### src/hw/rtl/arpc_pkg.sv
package arpc_pkg;

	localparam int ENTRIES = 16;
	localparam int IDX_W = (ENTRIES > 1) ? $clog2(ENTRIES) : 1;
	localparam logic [IDX_W-1:0] LAST_IDX = IDX_W'(ENTRIES - 1);

	localparam int IP_W = 32;
	localparam int MAC_W = 48;
	localparam int STAMP_W = 32;
	localparam int TTL_W = 8;
	localparam int SLOT_W = 4;
	localparam int ENTRY_W = STAMP_W + MAC_W + IP_W;

	localparam logic [TTL_W-1:0] TTL_RESET = TTL_W'(5);

	typedef enum logic [1:0] {
		KIND_LOOKUP = 2'd0,
		KIND_INSERT = 2'd1,
		KIND_TICK   = 2'd2,
		KIND_NONE   = 2'd3
	} kind_t;

	typedef enum logic [1:0] {
		ST_HIT      = 2'd0,
		ST_STALE    = 2'd1,
		ST_MISS     = 2'd2,
		ST_INSERTED = 2'd3
	} status_t;

	typedef struct packed {
		logic [STAMP_W-1:0] stamp;
		logic [MAC_W-1:0]   mac;
		logic [IP_W-1:0]    ip;
	} entry_t;

endpackage

### src/hw/rtl/arp_cache_with_aging.sv
// IPv4-to-MAC cache of ENTRIES slots with time-to-live aging. Input items carry the
// kind in in_tuser: a tick advances the seconds counter and gives no result, kind 3
// is dropped, a lookup or an insert gives one result item. Entries sit in one
// single-port-read RAM and are walked one per cycle through its read port; a lookup
// stops at the first matching slot, while a miss or an insert walks all ENTRIES slots.
// One item is worked on at a time, and the next is taken while a finished result
// still waits in the output register. Valid bits are flip-flops cleared at reset, so
// no clearing pass is needed.
module arp_cache_with_aging
	import arpc_pkg::*;
(
	input  logic              clk,
	input  logic              arst_n,
	input  logic              cfg_we,
	input  logic [TTL_W-1:0]  cfg_wdata,
	input  logic              in_tvalid,
	output logic              in_tready,
	input  logic [79:0]       in_tdata,   // ip_address, mac_in
	input  logic [1:0]        in_tuser,   // kind
	output logic              out_tvalid,
	input  logic              out_tready,
	output logic [55:0]       out_tdata,  // mac_out, slot
	output logic [1:0]        out_tuser   // status
);

	typedef enum logic [2:0] {
		S_IDLE = 3'b001,
		S_WALK = 3'b010,
		S_POST = 3'b100
	} state_t;

	state_t                state_q;
	logic [TTL_W-1:0]      ttl_q;
	logic [STAMP_W-1:0]    seconds_q;
	logic [ENTRIES-1:0]    valid_q;
	logic [IDX_W-1:0]      idx_q;
	logic                  issue_q;
	logic                  chk_s1;
	logic [IDX_W-1:0]      idx_s1;
	logic                  ins_q;
	logic [IP_W-1:0]       ip_q;
	logic [MAC_W-1:0]      mac_q;
	logic                  inv_found_q;
	logic [IDX_W-1:0]      inv_idx_q;
	logic [STAMP_W-1:0]    best_age_q;
	logic [IDX_W-1:0]      best_idx_q;
	status_t               pend_status_q;
	logic [MAC_W-1:0]      pend_mac_q;
	logic [IDX_W-1:0]      pend_idx_q;
	logic                  out_valid_q;
	status_t               out_status_q;
	logic [MAC_W-1:0]      out_mac_q;
	logic [SLOT_W-1:0]     out_slot_q;

	logic                  in_acc;
	kind_t                 in_kind;
	entry_t                rd_entry;
	entry_t                wr_entry;
	logic                  ram_we;
	logic [STAMP_W-1:0]    age;
	logic                  cur_valid;
	logic                  match;
	logic                  last_s1;
	logic                  inv_found_n;
	logic [IDX_W-1:0]      inv_idx_n;
	logic [STAMP_W-1:0]    best_age_n;
	logic [IDX_W-1:0]      best_idx_n;
	logic [IDX_W-1:0]      victim;
	logic                  finish;
	logic                  out_free;

	assign in_tready = (state_q == S_IDLE);
	assign in_acc = in_tvalid && in_tready;
	assign in_kind = kind_t'(in_tuser);
	assign out_free = !out_valid_q || out_tready;

	arpc_ram #(
		.WIDTH(ENTRY_W),
		.DEPTH(ENTRIES)
	) u_ram (
		.clk   (clk),
		.we    (ram_we),
		.waddr (victim),
		.wdata (wr_entry),
		.raddr (idx_q),
		.rdata (rd_entry)
	);

	always_comb begin
		cur_valid = valid_q[idx_s1];
		age = seconds_q - rd_entry.stamp;
		match = cur_valid && (rd_entry.ip == ip_q);
		last_s1 = (idx_s1 == LAST_IDX);
		inv_found_n = inv_found_q;
		inv_idx_n = inv_idx_q;
		best_age_n = best_age_q;
		best_idx_n = best_idx_q;
		if (!cur_valid && !inv_found_q) begin
			inv_found_n = 1'b1;
			inv_idx_n = idx_s1;
		end
		if (cur_valid && (age > best_age_q)) begin
			best_age_n = age;
			best_idx_n = idx_s1;
		end
		victim = inv_found_n ? inv_idx_n : best_idx_n;
		finish = (state_q == S_WALK) && chk_s1 && (ins_q ? last_s1 : (match || last_s1));
		ram_we = finish && ins_q;
		wr_entry.stamp = seconds_q;
		wr_entry.mac = mac_q;
		wr_entry.ip = ip_q;
	end

	always_ff @(posedge clk or negedge arst_n) begin
		if (!arst_n) begin
			state_q <= S_IDLE;
			ttl_q <= TTL_RESET;
			seconds_q <= '0;
			valid_q <= '0;
			issue_q <= 1'b0;
			chk_s1 <= 1'b0;
			out_valid_q <= 1'b0;
		end else begin
			if (cfg_we) begin
				ttl_q <= cfg_wdata;
			end
			if ((state_q == S_POST) && out_free) begin
				out_valid_q <= 1'b1;
			end else if (out_tready) begin
				out_valid_q <= 1'b0;
			end
			chk_s1 <= (state_q == S_WALK) && issue_q;
			unique case (state_q)
				S_IDLE: begin
					if (in_acc) begin
						unique case (in_kind)
							KIND_LOOKUP, KIND_INSERT: begin
								state_q <= S_WALK;
								issue_q <= 1'b1;
							end
							KIND_TICK: begin
								seconds_q <= seconds_q + STAMP_W'(1);
							end
							default: begin
							end
						endcase
					end
				end
				S_WALK: begin
					if (finish || (issue_q && (idx_q == LAST_IDX))) begin
						issue_q <= 1'b0;
					end
					if (finish) begin
						state_q <= S_POST;
						if (ins_q) begin
							valid_q[victim] <= 1'b1;
						end else if (match && (age > STAMP_W'(ttl_q))) begin
							valid_q[idx_s1] <= 1'b0;
						end
					end
				end
				S_POST: begin
					if (out_free) begin
						state_q <= S_IDLE;
					end
				end
				default: begin
					state_q <= S_IDLE;
				end
			endcase
		end
	end

	always_ff @(posedge clk) begin
		if (in_acc) begin
			ip_q <= in_tdata[IP_W-1:0];
			mac_q <= in_tdata[IP_W+MAC_W-1:IP_W];
			ins_q <= (in_kind == KIND_INSERT);
			idx_q <= '0;
			inv_found_q <= 1'b0;
			inv_idx_q <= '0;
			best_age_q <= '0;
			best_idx_q <= '0;
		end else if (state_q == S_WALK) begin
			if (issue_q) begin
				idx_q <= idx_q + IDX_W'(1);
			end
			if (chk_s1) begin
				inv_found_q <= inv_found_n;
				inv_idx_q <= inv_idx_n;
				best_age_q <= best_age_n;
				best_idx_q <= best_idx_n;
			end
		end
		idx_s1 <= idx_q;
		if (finish) begin
			if (ins_q) begin
				pend_status_q <= ST_INSERTED;
				pend_mac_q <= '0;
				pend_idx_q <= victim;
			end else if (match) begin
				pend_status_q <= (age > STAMP_W'(ttl_q)) ? ST_STALE : ST_HIT;
				pend_mac_q <= rd_entry.mac;
				pend_idx_q <= idx_s1;
			end else begin
				pend_status_q <= ST_MISS;
				pend_mac_q <= '0;
				pend_idx_q <= '0;
			end
		end
		if ((state_q == S_POST) && out_free) begin
			out_status_q <= pend_status_q;
			out_mac_q <= pend_mac_q;
			out_slot_q <= SLOT_W'(pend_idx_q);
		end
	end

	assign out_tvalid = out_valid_q;
	assign out_tuser = out_status_q;
	assign out_tdata = {4'd0, out_slot_q, out_mac_q};

	a_ram_write_in_walk: assert property (@(posedge clk) disable iff (!arst_n)
		ram_we |-> (state_q == S_WALK) && chk_s1 && ins_q)
		else $error("entry written outside an insert walk");

	a_stale_removed: assert property (@(posedge clk) disable iff (!arst_n)
		(state_q == S_POST && pend_status_q == ST_STALE) |-> !valid_q[pend_idx_q])
		else $error("stale entry still valid");

	a_insert_valid: assert property (@(posedge clk) disable iff (!arst_n)
		(state_q == S_POST && pend_status_q == ST_INSERTED) |-> valid_q[pend_idx_q])
		else $error("inserted entry not valid");

	a_miss_zero: assert property (@(posedge clk) disable iff (!arst_n)
		(out_valid_q && (out_status_q == ST_MISS || out_status_q == ST_INSERTED))
		|-> (out_mac_q == '0))
		else $error("nonzero mac on miss or insert");

	a_seconds_tick: assert property (@(posedge clk) disable iff (!arst_n)
		(seconds_q != $past(seconds_q)) |-> $past(in_acc && in_kind == KIND_TICK))
		else $error("seconds counter moved without a tick");

endmodule

### src/hw/rtl/arpc_ram.sv
module arpc_ram #(
	parameter int WIDTH = 8,
	parameter int DEPTH = 16
) (
	input  logic                                    clk,
	input  logic                                    we,
	input  logic [((DEPTH > 1) ? $clog2(DEPTH) : 1)-1:0] waddr,
	input  logic [WIDTH-1:0]                        wdata,
	input  logic [((DEPTH > 1) ? $clog2(DEPTH) : 1)-1:0] raddr,
	output logic [WIDTH-1:0]                        rdata
);

	logic [WIDTH-1:0] mem [DEPTH];

	always_ff @(posedge clk) begin
		if (we) begin
			mem[waddr] <= wdata;
		end
		rdata <= mem[raddr];
	end

endmodule
### config.mk
export PLATFORM = sky130hd
export DESIGN_NAME = arp_cache_with_aging
export DESIGN_NICKNAME = d
export VERILOG_FILES = /design/src/hw/rtl/arpc_pkg.sv /design/src/hw/rtl/arp_cache_with_aging.sv /design/src/hw/rtl/arpc_ram.sv
export SDC_FILE = /design/constraint.sdc
export NUM_CORES = 2
export LEC_CHECK = 0
export ABC_AREA = 1
export BUFFER_PORTS_ARGS = -buffer_cell sky130_fd_sc_hd__buf_2
export CORE_MARGIN = 2
export CORE_UTILIZATION = 30
export CTS_CLUSTER_DIAMETER = 30
export DETAILED_ROUTE_END_ITERATION = 10
export GPL_TIMING_DRIVEN = 0
export HOLD_SLACK_MARGIN = 0.02
export PLACE_DENSITY = 0.53
export SYNTH_ARGS = -nofsm -noshare
export SYNTH_HDL_FRONTEND = slang
export SYNTH_SLANG_ARGS = --single-unit
### constraint.sdc
create_clock -name clk -period 11.12 [get_ports clk]
set_clock_uncertainty 0.2 [all_clocks]
set_input_delay 0.556 -clock clk [delete_from_list [all_inputs] [get_ports clk]]
set_output_delay 0.556 -clock clk [all_outputs]
set_load 0.03 [all_outputs]
# After elaboration in Yosys (flattened, before gate mapping)
# Memory sizes are Yosys's and may differ from the RTL's. A register that Yosys moved wholly into a read port is not among the register bits.
# Cells that the tools add are included.
dict set report word_totals {
  out_inout_bits 60
  in_bits 95
  memories 1
  ramBits 1792
  elab_cells 112
  register_bits 300
}
# memory words width rd rd_clocked_by_memory_dff wr line_no
set mem_list {}
lappend mem_list {u_ram.mem 16 112 1 1 1 arpc_ram.sv:13} ;# logic [WIDTH-1:0] mem [DEPTH];
dict set report op_classes {
  mux 30
  n_addsub 3
  n_reduce_logical 32
  bitwise 4
  n_lt_le_gt_ge 6
  n_eq_ne 13
}
# operator count
set ops {}
lappend ops {{32-bit by 1-bit adder with 32-bit output (second input constant)} 1}
lappend ops {{32-bit == test} 1}
lappend ops {{32-bit > comparator} 1}
lappend ops {{32-bit by 8-bit > comparator with 1-bit output} 1}
lappend ops {{16-bit two-way mux} 2}
lappend ops {{32-bit subtractor} 1}
lappend ops {{4-bit two-way mux} 5}
lappend ops {{16-bit AND} 1}
lappend ops {{16-bit inverter} 1}
lappend ops {{16-bit OR} 1}
lappend ops {{1-bit two-way mux} 14}
lappend ops {{1-bit logical AND} 13}
lappend ops {{3-bit two-way mux} 4}
lappend ops {{4-bit by 5-bit < comparator with 1-bit output (second input constant)} 2}
lappend ops {{3-bit case mux with 3 select lines} 1}
lappend ops {{3-bit AND reduction} 3}
lappend ops {{1-bit demux with 4-bit select} 2}
lappend ops {{4-bit == test (second input constant)} 2}
lappend ops {{4-bit by 1-bit >= comparator with 1-bit output (second input constant)} 2}
lappend ops {{4-bit AND reduction} 2}
lappend ops {{2-bit by 1-bit != test with 1-bit output (second input constant)} 3}
lappend ops {{2-bit nonzero test} 3}
lappend ops {{4-bit by 1-bit adder with 4-bit output (second input constant)} 1}
lappend ops {{1-bit binary-select mux with 4-bit select} 1}
lappend ops {{13 further kinds} 20}

# Depth between registers and ports, before layout
dict set report depth {
  depth_word 12
  depth_mapped 36
  ltp_nobuf 36
}

# Cells and area by module
# A second synthesis with hierarchy kept.
dict set report unflattened {
  cells_unflattened 9108
  hier_area_um2 94323.0
}
# module cells_each area_per_inst_um2 instances
set modules_own_cells {}
lappend modules_own_cells {arpc_ram 7347 78783.1 1}
lappend modules_own_cells {arp_cache_with_aging 1761 15539.9 1}

# Worst setup path after synthesis
# OpenSTA, ideal clock, no wires.
dict set report synth_timing {
  kind {reg2reg}
  start {register seconds_q[0]}
  end {memory u_ram.mem[15][0] in the netlist's numbering, enable pin}
  setup_time_ns 0.584
  stages_incl_launch_ff 31
  required_ns 10.336
  n_path_buf 0
  path_slack_ns 1.929
  synth_period_minus_slack_ns 9.191
  arrival_ns 8.407
  path_cell_list {dfrtp_1 inv_1 ha_1 fa_1 inv_1 nand2_1 nand2_1 and2_1 nand2_1 nand3_1 nand2_1 nand2_1 a21oi_1 inv_1 nand2_1 nand2_1 inv_1 ha_1 nand2_1 nor2_1 nor3b_1 nand2_1 nor2_1 nor2_4 nand2_2 nand2_1 nand3_1 nand2_1 nor2_2 nand2_1 nor2_1}
}
dict set report synth_between {
  elab_chain_len 5
}
# item line_no
set synth_rtl {}
lappend synth_rtl {{start, declared} arp_cache_with_aging.sv:34} ;# logic [STAMP_W-1:0] seconds_q;
lappend synth_rtl {{start signal, assigned} arp_cache_with_aging.sv:142} ;# seconds_q <= seconds_q + STAMP_W'(1);
lappend synth_rtl {{32-bit subtractor} arp_cache_with_aging.sv:91} ;# age = seconds_q - rd_entry.stamp;
lappend synth_rtl {{named net age[28]} arp_cache_with_aging.sv:60} ;# logic [STAMP_W-1:0] age;
lappend synth_rtl {{32-bit > comparator} arp_cache_with_aging.sv:102} ;# if (cur_valid && (age > best_age_q)) begin
lappend synth_rtl {{1-bit logical AND} arp_cache_with_aging.sv:102}
lappend synth_rtl {{4-bit two-way mux} arp_cache_with_aging.sv:102}
lappend synth_rtl {{4-bit two-way mux} arp_cache_with_aging.sv:106} ;# victim = inv_found_n ? inv_idx_n : best_idx_n;
lappend synth_rtl {{end, declared} arpc_ram.sv:13}
# The timed path passes the listed nets, and every way through them passes these cells.

# Final worst setup path
dict set report layout_timing {
  start {register seconds_q[1]}
  end {memory u_ram.mem[3][11] in the netlist's numbering, enable pin}
}
# Same word-level chain as after synthesis.

==> results by group <==
Logic synthesis
  – Post-synthesis share of cell area spent on and, or, nand and nor gates: 0.1011
  – Most frequent cell after synthesis: sky130_fd_sc_hd__edfxtp_1
  – Mux share of post-synthesis cell area: 0.0001305
  – Parity-gate share of the synthesized area counting xor and xnor cells: 0.006498
  – Main synth FF type: sky130_fd_sc_hd__edfxtp_1
  – Biggest area consumer among synthesized cells: sky130_fd_sc_hd__edfxtp_1
  – Yosys cell types: 52
  – Sequential area share after synthesis: 0.7450
  – Post-Synth Adder-Cell Area: 0.01082
  – Gate count after technology mapping: 6776
  – Dominant combinational cell family by area after synthesis: compound AO/OA/AOI/OAI gates
  – Synth async-reset ratio: 0.02813
  – Number of enable flip-flop cells after synthesis: 1981
  – Mean cell area of the mapped netlist: 12.73 µm²
  – Top cells by instance count after synthesis: sky130_fd_sc_hd__edfxtp_1 (1981), sky130_fd_sc_hd__nor2_1 (1059), sky130_fd_sc_hd__o21ai_0 (958)
  – Share of the synthesized area in compound gates (AO/OA/AOI/OAI): 0.1046
  – Share of the synthesized area in the top cell type: 0.6896
  – Largest cells by area after synthesis: sky130_fd_sc_hd__edfxtp_1 (69%), sky130_fd_sc_hd__o21ai_0 (5.6%), sky130_fd_sc_hd__nor2_1 (4.6%)
  – Yosys synthesis warning count: 0
  – Total of flip-flops plus latches after synthesis: 2204
  – Total standard cell area after synthesis: 0.08626 mm²

Power
  – Share of total power in sequential cells: 0.344
  – Net switching component of the power: 8889 µW
  – Switching Share: 0.3077
  – Clock power frac: 0.461
  – PD cells: 262.7 mW/mm²
  – Internal power contribution: 20000 µW
  – Fraction of power consumed by combinational cells: 0.194
  – Static power due to leakage: 0.03767 µW
  – Worst IR drop on VDD: 160.9 µV

Worst setup path
  – Dominant cell type by count on the critical path: sky130_fd_sc_hd__nand2_1
  – Crit path arrival time: 7.39 ns
  – Worst-path cell with the longest stage delay: sky130_fd_sc_hd__dfrtp_1
  – Highest cell delay on the worst timing path: 0.92 ns
  – Largest driver fanout on the critical path: 23
  – Data required time at the worst endpoint: 11.49 ns
  – WS Path Type: flip-flop to flip-flop
  – Startpoint kind of the worst setup timing path: flip-flop
  – Element type at the critical path end: flip-flop

Floorplanning
  – Die height: 540.2 µm
  – Number of primary I/O pins: 155
  – Num rows: 196
  – Die area: 0.2918 mm²
  – Initial core utilization: 0.3019
  – Standard cell core area: 0.2857 mm²
  – Die W: 540.2 µm

Clocking
  – Clock transition at the registers of the reported paths: 0.04 ns
  – Post-CTS Setup Inserts: 0
  – Bufs on Longest Clock Path: 4
  – Clock tree from TritonCTS: built
  – Post-CTS sizing: 0
  – Clock Sinks: 2204
  – Hold buffers post-CTS: 100
  – Total number of H-tree levels: 5
  – Number of CTS-inserted buffers: 427
  – Clock latency on the worst-skew pair: 0.90 ns
  – Clock root buffer: sky130_fd_sc_hd__clkbuf_16

Cells and area
  – Multi-input gate area in the final layout: 0.01939 mm²
  – Area of all sequential standard cells: 0.06427 mm²
  – Final Instance Area: 0.1100 mm²
  – Utilization of the core after routing: 0.3850
  – NumNets Final: 7716
  – Synthesis-to-layout area growth: 27.51%
  – Share of layout cells above drive strength 1: 0.1345
  – Number of filler cells placed in the layout: 26720

Status
  – Failing checks: max-capacitance violations
  – Outcome: complete, but fails checks

Global route
  – Overall track demand over capacity in global routing: 0.1783
  – Maximum number of pins on one net before global-route repair: 63
  – Vias in the first global route: 57950
  – Number of antenna violations at the first check in global routing: 22
  – Total congestion overflow: 0
  – First-pass GRT wire length: 388.2 mm

Drt
  – Detail-routed net length per standard cell: 22.95 µm
  – Detailed Route Iter0 Violations: 5993
  – Final ANT Viol Nets: 0
  – Wire length after detailed routing: 268.2 mm
  – Per-cell via count in the routed design: 5.022
  – # DRC: 0
  – Drt first pass iters: 6
  – Count of vias placed by the detailed router: 58710

Timing
  – Endpoints failing setup: 0
  – FMAX: 142.6 MHz
  – Max-slew violation total from the final report: 0
  – Worst slew margin relative to its limit: 0.002102
  – RSZ-0062 raised after global routing: no
  – Sum of negative setup slack: 0 ns
  – Worst-case hold slack: 0.07658 ns
  – Final worst-path cycle share: 0.6307
  – Tightest Pin Transition: 1.497 ns
  – Min Tclk post-route: 7.014 ns
  – Final hold violations: 0

Placement
  – Routability congestion estimate from global placement: 0.8369
  – Standard cell area after detailed placement: 0.09380 mm²
  – Detail Placement HPWL: 176.1 mm
  – Number of port buffers: 150

Min path
  – Worst hold path type: input port to flip-flop

Job
  – Number of maximum-capacitance violations: 1
## power groups by stage
stage | sequential, µW | clock, µW | combinational (µW)
detailed placement | 10100 | 0 | 5540
global placement | 10100 | 0 | 5450
CTS | 9950 | 13500 | 5600
global route | 9980 | 13900 | 6110
finish | 9940 | 13300 | 5620
floorplan | 9890 | 0 | 3130
## cell type report
class	instances	share of cell area
Buffer	390	0.01401
Inverter	326	0.01122
Antenna cell	8	0.0001820
Clock inverter	295	0.03430
Sequential cell	2204	0.5843
Clock buffer	506	0.1036
Timing Repair Buffer	339	0.03331
Tap cell	3762	0.04279
Multi-Input combinational cell	3859	0.1763
## state kept, by name (all words and copies together), names as in the netlist, 8 cells and up
register / cells
u_ram.mem: 1792
pend_mac_q: 48
ip_q: 32
seconds_q: 32
mac_q: 48
ttl_q: 8
valid_q: 16
u_ram.rdata: 112
out_mac_q: 48
best_age_q: 32
## metal layers
metal	track usage	wire length (µm)
met1	0.2393	114800
met2	0.2824	122800
met3	0.03887	21470
met4	0.06571	9165
met5	0	33
## worst max-delay path, delay by kind of cell (launching register included)
family                     cells  cell delay, ns
DFF                            1            0.92
buffers and inverters          8            1.38
AOI/OAI and AO/OA              1            0.09
adders and majority gates      2            0.78
and+or+nand+nor               22            3.26
## cell usage in the layout, fill, tap and decap left out, drive strengths merged, types with 100 or more instances in the layout
master	count
inv	351
o22ai	275
dfxtp	161
nand2	737
nand3	262
nor2	1076
buf	275
clkinv	151
o221ai	177
o21ai	963
dlygate4sd3	100
edfxtp	1981
clkbuf	860
## cells by family (layout without fill, tap and decap cells)
kind of cell | Yosys count | after routing
xor gates and xnor gates | 64 | 64
adders and majority gates | 74 | 74
muxes | 1 | 1
other | 1 | 12
buffers and inverters | 716 | 1856
AOI/OAI and AO/OA | 1564 | 1564
and+or+nand+nor | 2152 | 2152
DFF | 2204 | 2204
## final timing paths
check                                             start                         end  slack [ns]  cells past startpoint
min in group asynchronous                        arst_n        ttl_q[7]$_DFFE_PN0P_        0.18                      2
setup reg to reg               seconds_q[1]$_DFFE_PN0P_  u_ram.mem[3][11]$_DFFE_PP_        4.11                     33
max in group asynchronous                        arst_n   seconds_q[21]$_DFFE_PN0P_        9.89                      2
setup / recovery               seconds_q[1]$_DFFE_PN0P_  u_ram.mem[3][11]$_DFFE_PP_        4.11                     33
hold / removal                                   cfg_we        ttl_q[4]$_DFFE_PN0P_        0.08                      4
hold reg to reg            pend_mac_q[10]$_SDFFCE_PP0P_     out_mac_q[10]$_DFFE_PP_        0.21                      0
## through the flow
stage          total power, µW  setup WS (ns)  std cells
2_1_floorplan            13020          1.929       6779
3_3_place_gp             15530         -5.583      10690
3_5_place_dp             15640          4.111      10780
4_1_cts                  29020          4.103      11680
5_1_grt                  29990          3.607      11680
6_report                 28890          4.106      11690
No activity file was read; power rests on OpenSTA's default activity.
